### config.mk
export PLATFORM = sky130hd
export DESIGN_NAME = shfc_ctrl
export DESIGN_NICKNAME = d
export VERILOG_FILES = /design/src/hw/rtl/shfc_pkg.sv /design/src/hw/rtl/shfc_ctrl.sv
export SDC_FILE = /design/constraint.sdc
export NUM_CORES = 1
export LEC_CHECK = 0
export BUFFER_PORTS_ARGS = -buffer_cell sky130_fd_sc_hd__buf_4
export CORE_MARGIN = 2
export CORE_UTILIZATION = 30
export DETAILED_ROUTE_END_ITERATION = 16
export GPL_TIMING_DRIVEN = 0
export SLEW_MARGIN = 20
export SYNTH_ARGS = -nofsm -noshare
export SYNTH_HDL_FRONTEND = slang
export SYNTH_SLANG_ARGS = --single-unit
### constraint.sdc
create_clock -name clk -period 1.8 [get_ports clk]
set_input_delay 0.18 -clock clk [delete_from_list [all_inputs] [get_ports clk]]
set_output_delay 0.18 -clock clk [all_outputs]
set_load 0.03 [all_outputs]
### src/hw/rtl/shfc_pkg.sv
// shared types and constants for the stereo hrtf fir convolver
// no dependencies
`default_nettype none
package shfc_pkg;

  localparam int DEF_TAPS  = 256;
  localparam int SAMPLE_W  = 16;
  localparam int GAIN_W    = 16;
  localparam int TAP_IDX_W = 8;
  localparam int OP_W      = 2;

  localparam logic [GAIN_W-1:0] GAIN_UNITY = 16'h8000;

  localparam logic [OP_W-1:0] OP_SAMPLE = 2'd0;
  localparam logic [OP_W-1:0] OP_LOAD_L = 2'd1;
  localparam logic [OP_W-1:0] OP_LOAD_R = 2'd2;

  typedef struct packed {
    logic clr;
    logic sample;
    logic load_l;
    logic load_r;
    logic rd_en;
    logic scale;
    logic out_load;
  } cmd_t;

  typedef struct packed {
    logic pipe_busy;
    logic out_free;
  } sts_t;

endpackage
`default_nettype wire

### src/hw/rtl/shfc_ctrl.sv
// controller: clearing pass, word decode, mac sequencing, scale and output
// depends on shfc_pkg
`default_nettype none
module shfc_ctrl #(
  parameter int TAPS = shfc_pkg::DEF_TAPS,
  parameter int IDXW = (TAPS > 1) ? $clog2(TAPS) : 1
) (
  input  wire logic                      clk,
  input  wire logic                      rst_n,
  input  wire logic                      in_valid,
  input  wire logic [shfc_pkg::OP_W-1:0] in_op,
  output logic                           in_ready,
  input  wire shfc_pkg::sts_t            sts,
  output shfc_pkg::cmd_t                 cmd,
  output logic [IDXW-1:0]                idx
);

  localparam logic [2:0] S_CLEAR = 3'd0;
  localparam logic [2:0] S_IDLE  = 3'd1;
  localparam logic [2:0] S_MAC   = 3'd2;
  localparam logic [2:0] S_DRAIN = 3'd3;
  localparam logic [2:0] S_SCALE = 3'd4;
  localparam logic [2:0] S_OUT   = 3'd5;

  localparam logic [IDXW-1:0] LAST = IDXW'(TAPS - 1);

  logic [2:0]      state_r, state_nxt;
  logic [IDXW-1:0] idx_r, idx_nxt;

  always_comb begin
    state_nxt = state_r;
    idx_nxt   = idx_r;
    cmd       = '0;
    in_ready  = 1'b0;
    case (state_r)
      S_CLEAR: begin
        cmd.clr = 1'b1;
        if (idx_r == LAST) begin
          state_nxt = S_IDLE;
          idx_nxt   = '0;
        end else begin
          idx_nxt = idx_r + 1'b1;
        end
      end
      S_IDLE: begin
        in_ready = 1'b1;
        if (in_valid) begin
          case (in_op)
            shfc_pkg::OP_SAMPLE: begin
              cmd.sample = 1'b1;
              state_nxt  = S_MAC;
              idx_nxt    = '0;
            end
            shfc_pkg::OP_LOAD_L: cmd.load_l = 1'b1;
            shfc_pkg::OP_LOAD_R: cmd.load_r = 1'b1;
            default: ;
          endcase
        end
      end
      S_MAC: begin
        cmd.rd_en = 1'b1;
        if (idx_r == LAST) begin
          state_nxt = S_DRAIN;
          idx_nxt   = '0;
        end else begin
          idx_nxt = idx_r + 1'b1;
        end
      end
      S_DRAIN: begin
        if (!sts.pipe_busy) begin
          state_nxt = S_SCALE;
        end
      end
      S_SCALE: begin
        cmd.scale = 1'b1;
        state_nxt = S_OUT;
      end
      S_OUT: begin
        if (sts.out_free) begin
          cmd.out_load = 1'b1;
          state_nxt    = S_IDLE;
        end
      end
      default: begin
        state_nxt = S_IDLE;
        idx_nxt   = '0;
      end
    endcase
  end

  assign idx = idx_r;

  always_ff @(posedge clk) begin
    if (!rst_n) begin
      state_r <= S_CLEAR;
      idx_r   <= '0;
    end else begin
      state_r <= state_nxt;
      idx_r   <= idx_nxt;
    end
  end

  // a sample starts the pass at tap zero
  a_sample_start: assert property (@(posedge clk) disable iff (!rst_n)
    (in_valid && in_ready && in_op == shfc_pkg::OP_SAMPLE) |=> (state_r == S_MAC && idx_r == '0))
    else $error("sample did not start mac pass");

  // the pass ends after the last tap
  a_mac_end: assert property (@(posedge clk) disable iff (!rst_n)
    (state_r == S_MAC && idx_r == LAST) |=> state_r == S_DRAIN)
    else $error("mac pass did not end at last tap");

  // the scale step only follows a drained pipe
  a_scale_after_drain: assert property (@(posedge clk) disable iff (!rst_n)
    (state_r == S_SCALE) |-> ($past(state_r) == S_DRAIN && !$past(sts.pipe_busy)))
    else $error("scale before pipe drained");

endmodule
`default_nettype wire

### Yosys cells after proc, flatten, opt, wreduce, memory -nomap -nowiden

Index checks and enable logic that the tools add are counted.

| word-level totals | value |
|---|---|
| flip-flop bits (word level) | 11 |
| bits of input ports | 7 |
| output and inout bits | 16 |
| word-level logic and storage cells | 46 |

| operators by class | value |
|---|---|
| add/subtract/negate cells | 1 |
| eq/ne operators | 14 |
| muxes and demuxes | 22 |
| bitwise logic cells | 1 |
| reduce and logical (&&, ||, !) cells | 6 |

Operators by type and width:

| operator | count |
|---|---|
| $mux W3 | 8 |
| $mux W8 | 3 |
| $pmux W8 S3 | 1 |
| $pmux W3 S6 | 1 |
| $ne A2 B2 Y1 const B | 5 |
| $mux W1 | 9 |
| $add A8 B1 Y8 const B | 1 |
| $eq A8 B8 Y1 const B | 1 |
| $eq A3 B2 Y1 const B | 2 |
| $eq A3 B3 Y1 const B | 2 |
| $reduce_and A6 Y1 | 1 |
| $eq A3 B1 Y1 const B | 1 |
| $logic_not A3 Y1 | 1 |
| $reduce_and A3 Y1 | 1 |
| $reduce_or A3 Y1 | 1 |
| $eq A2 B1 Y1 const B | 1 |
| $eq A2 B2 Y1 const B | 1 |
| $logic_not A2 Y1 | 1 |
| $ne A2 B1 Y1 const B | 1 |
| $reduce_or A2 Y1 | 1 |
| $not A1 Y1 | 1 |

### Depth between registers and ports, before layout

| depth | value |
|---|---|
| depth after elaboration | 4 |
| gate-level depth with buffers | 5 |
| mapped depth without buffers | 5 |

### Least setup slack after synthesis

OpenSTA, ideal clock, no wires.

| timing | value |
|---|---|
| kind | reg-to-output |
| from | register state_r[0] |
| to | output cmd[4] (netlist bit) |
| arrival time | 1.936 ns |
| data required time | 1.620 ns |
| slack | -0.316 ns |
| stages on the path, launching flop included | 6 |
| path buffers | 1 |
| cell sequence | dfxtp_1 > buf_2 > nand2b_2 > nor2_1 > nand2_1 > nor3b_1 |

RTL lines:

| what | RTL line | text |
|---|---|---|
| start: declaration | shfc_ctrl.sv:27 | `logic [2:0] state_r, state_nxt;` |
| start signal: assignment | shfc_ctrl.sv:98 | `state_r <= state_nxt;` |
| end: declaration | shfc_ctrl.sv:14 | `output shfc_pkg::cmd_t cmd,` |

==> run metrics <==
Final nets 109; Tightest Hold Check Type in2reg; Clock Latency Late Sink around 0.26 ns; Synth warnings 0; I/O pin cnt 23; clock skew 0.000690 ns; Clock Sinks 11; worst-path fanout max 10; VDD IR max around 0.36 mV; busiest layer in global routing met2; met1 GRT Util approximately 17%; drt first pass iters 4; WHS 0.241 ns; I/O Buffers 21; Sw Pwr between 0.1 and 0.15 mW; Area Overhead vs Synth 37.6%; endpoints failing setup 0; root buf cell clkbuf_4; clock share of power between 30% and 40%; final hold violation count 0; Die Y 49.7 um; CTS H-tree depth 1; Int Power around 0.36 mW; Worst-Margin Slew 0.536 ns; wire per inst between 10 and 15 um; Vias about 630; die width 49.7 um; Synth Net Count 83; # Post-CTS Setup Buffers 0; WL final 1440 um; setup tns final 0 ns; Slew Viols, Final 0; DRC 0; largest net degree at the start of global routing 11; Clk pin slew, worst setup/hold paths 0.07 ns; crit start category flop; Main synth FF type dfxtp_1; share of layout cells above drive strength 1 between 30% and 40%; max capacitance violation total 0; Antenna Cells 0; CP endpoint kind output pin; Clock Path Buffers 2; RD Place Congestion 0.700; CTS tree done; drt via density approximately 4.9; Post-synth EDFFs 0; Syn Area/Cell between 8 and 9 sq um; post-CTS sizing 0; crit path kind reg2out; gr usage total approximately an eighth; unrepaired setup endpoints after global routing false; Initial Utilization a little under a third; die area about 2500 sq um; vias in the first global route between 500 and 600; post-detailed-route count of antenna-violating nets 0; total gr overflow 0; leakage power 0.351 nW; Starting DRT DRC Count 21; status completed; Yosys reg bits 11; overall power slightly below 0.5 mW; FP Rows 16; Comb pwr share 12.0%; Num CTS Buffers 3; FMAX 0.600 GHz; Tcrit/Tclk final a little over 90%; part of the power in registers 52.9%; met2 usage between 10% and 20%; PwrDens 560 nW/um^2; Rel. slew slack between 60 and 70%; Switching Share between 20% and 30%; Mapped Area between 600 and 700 sq um; CP required 1.62 ns; Post-synth ARST share 0%; register area share after synthesis 35.2%; post-DP HPWL 1090 um; post-layout min period between 1.5 and 2 ns; # hold bufs at CTS 0; M3 GR Usage ~1.8%; first-pass GRT wire length 2370 um; Worst EP arrival about 1.5 ns; post-synth cell types 35; initial antenna violation count 0; Synth Instances 75; Core Region around 2000 sq um
==> worst paths after layout <==
path                    from         end  slack [ns]  cells after the start
setup / recovery  state_r[0]      cmd[4]        0.13                      6
hold / removal        sts[1]  state_r[2]        0.24                      3
setup reg to reg  state_r[1]      idx[0]        0.24                      4
hold reg to reg   state_r[2]  state_r[1]        0.52                      1
==> flip-flops by register name, indices dropped and copies added, names as in the netlist <==
| signal | count |
|---|---|
| idx | 8 |
| state_r | 3 |
==> per-layer routing <==
| metal | up-vias | part of all wire (%) |
|---|---|---|
| li1 | 319 | - |
| met1 | 290 | 48 |
| met2 | 14 | 46 |
| met3 | 4 | 3.6 |
| met4 | 0 | 1.4 |
| met5 | - | 0 |
==> cell usage after synthesis (2+ instances only) <==
master / n / area (sq um)
o21ai_0: 4 / 20.0
xor2_1: 2 / 17.5
nor2_1: 11 / 41.3
and3_1: 2 / 12.5
a22oi_1: 2 / 15.0
a21oi_1: 4 / 20.0
o21ai_1: 2 / 10.0
nand2_1: 6 / 22.5
dfxtp_1: 11 / 220
nor3_1: 2 / 10.0
nor3b_1: 5 / 37.5
==> layout by cell type (no fill, tap or decap), types with 2 or more instances in the layout <==
cell type	synthesis	final
nor3b_1	5	3
a21oi_1	4	4
xor2_1	2	2
nor3b_2	0	2
nand2_1	6	6
dfxtp_1	11	11
clkbuf_4	0	3
nor2_1	11	10
buf_4	0	21
and3_1	2	2
o21ai_1	2	2
a22oi_1	2	2
o21ai_0	4	4
==> area by class of cell <==
class | instances | area [sq um]
plain buffers | 2 | 8.76
clock buffers | 4 | 26.3
fillers | 214 | 1100
inverters | 1 | 3.75
multi-input cells | 61 | 410
flip-flops and latches | 11 | 220
well taps | 27 | 33.8
repair buffers | 21 | 158
==> worst max-delay path: stages, from the launching register on <==
cell and delay [ns]:
dfxtp_1 0.31, buf_2 0.19, nand2b_2 0.12, nor2_2 0.11, nand2_1 0.12, nor3b_2 0.19
buf_4 0.18
==> through the flow <==
| stage | setup slack, ns | area, sq um | instances | utilization [%] |
|---|---|---|---|---|
| after CTS | 0.122 | 861 | 127 | 43.9 |
| final | 0.133 | 861 | 127 | 43.9 |
| after detailed placement | 0.229 | 835 | 123 | 42.5 |
| after global routing | 0.0170 | 861 | 127 | 43.9 |
| after global placement | 0.192 | 835 | 123 | 42.5 |
| after floorplan | 0.103 | 643 | 75 | - |
==> power groups by stage <==
stage	Sequential (mW)	Clock, mW	Combinational (mW)
6_report	0.255	0.169	0.0577
3_3_place_gp	0.261	0	0.0570
4_1_cts	0.255	0.173	0.0586
3_5_place_dp	0.261	0	0.0582
2_1_floorplan	0.272	0	0.0205
5_1_grt	0.256	0.182	0.0629
==> cells by family (layout without fill, tap and decap cells) <==
logic type	Yosys count	in the layout	share of synthesized area (%)
muxes	1	1	1.60
buffers and inverters	3	28	2.00
adders and majority gates	1	1	2.00
and+or+nand+nor	37	37	35.4
xor gates and xnor gates	2	2	2.80
AOI/OAI and AO/OA	20	20	21.0
DFF	11	11	35.2
Note: power is estimated with default switching activity, not from simulation.
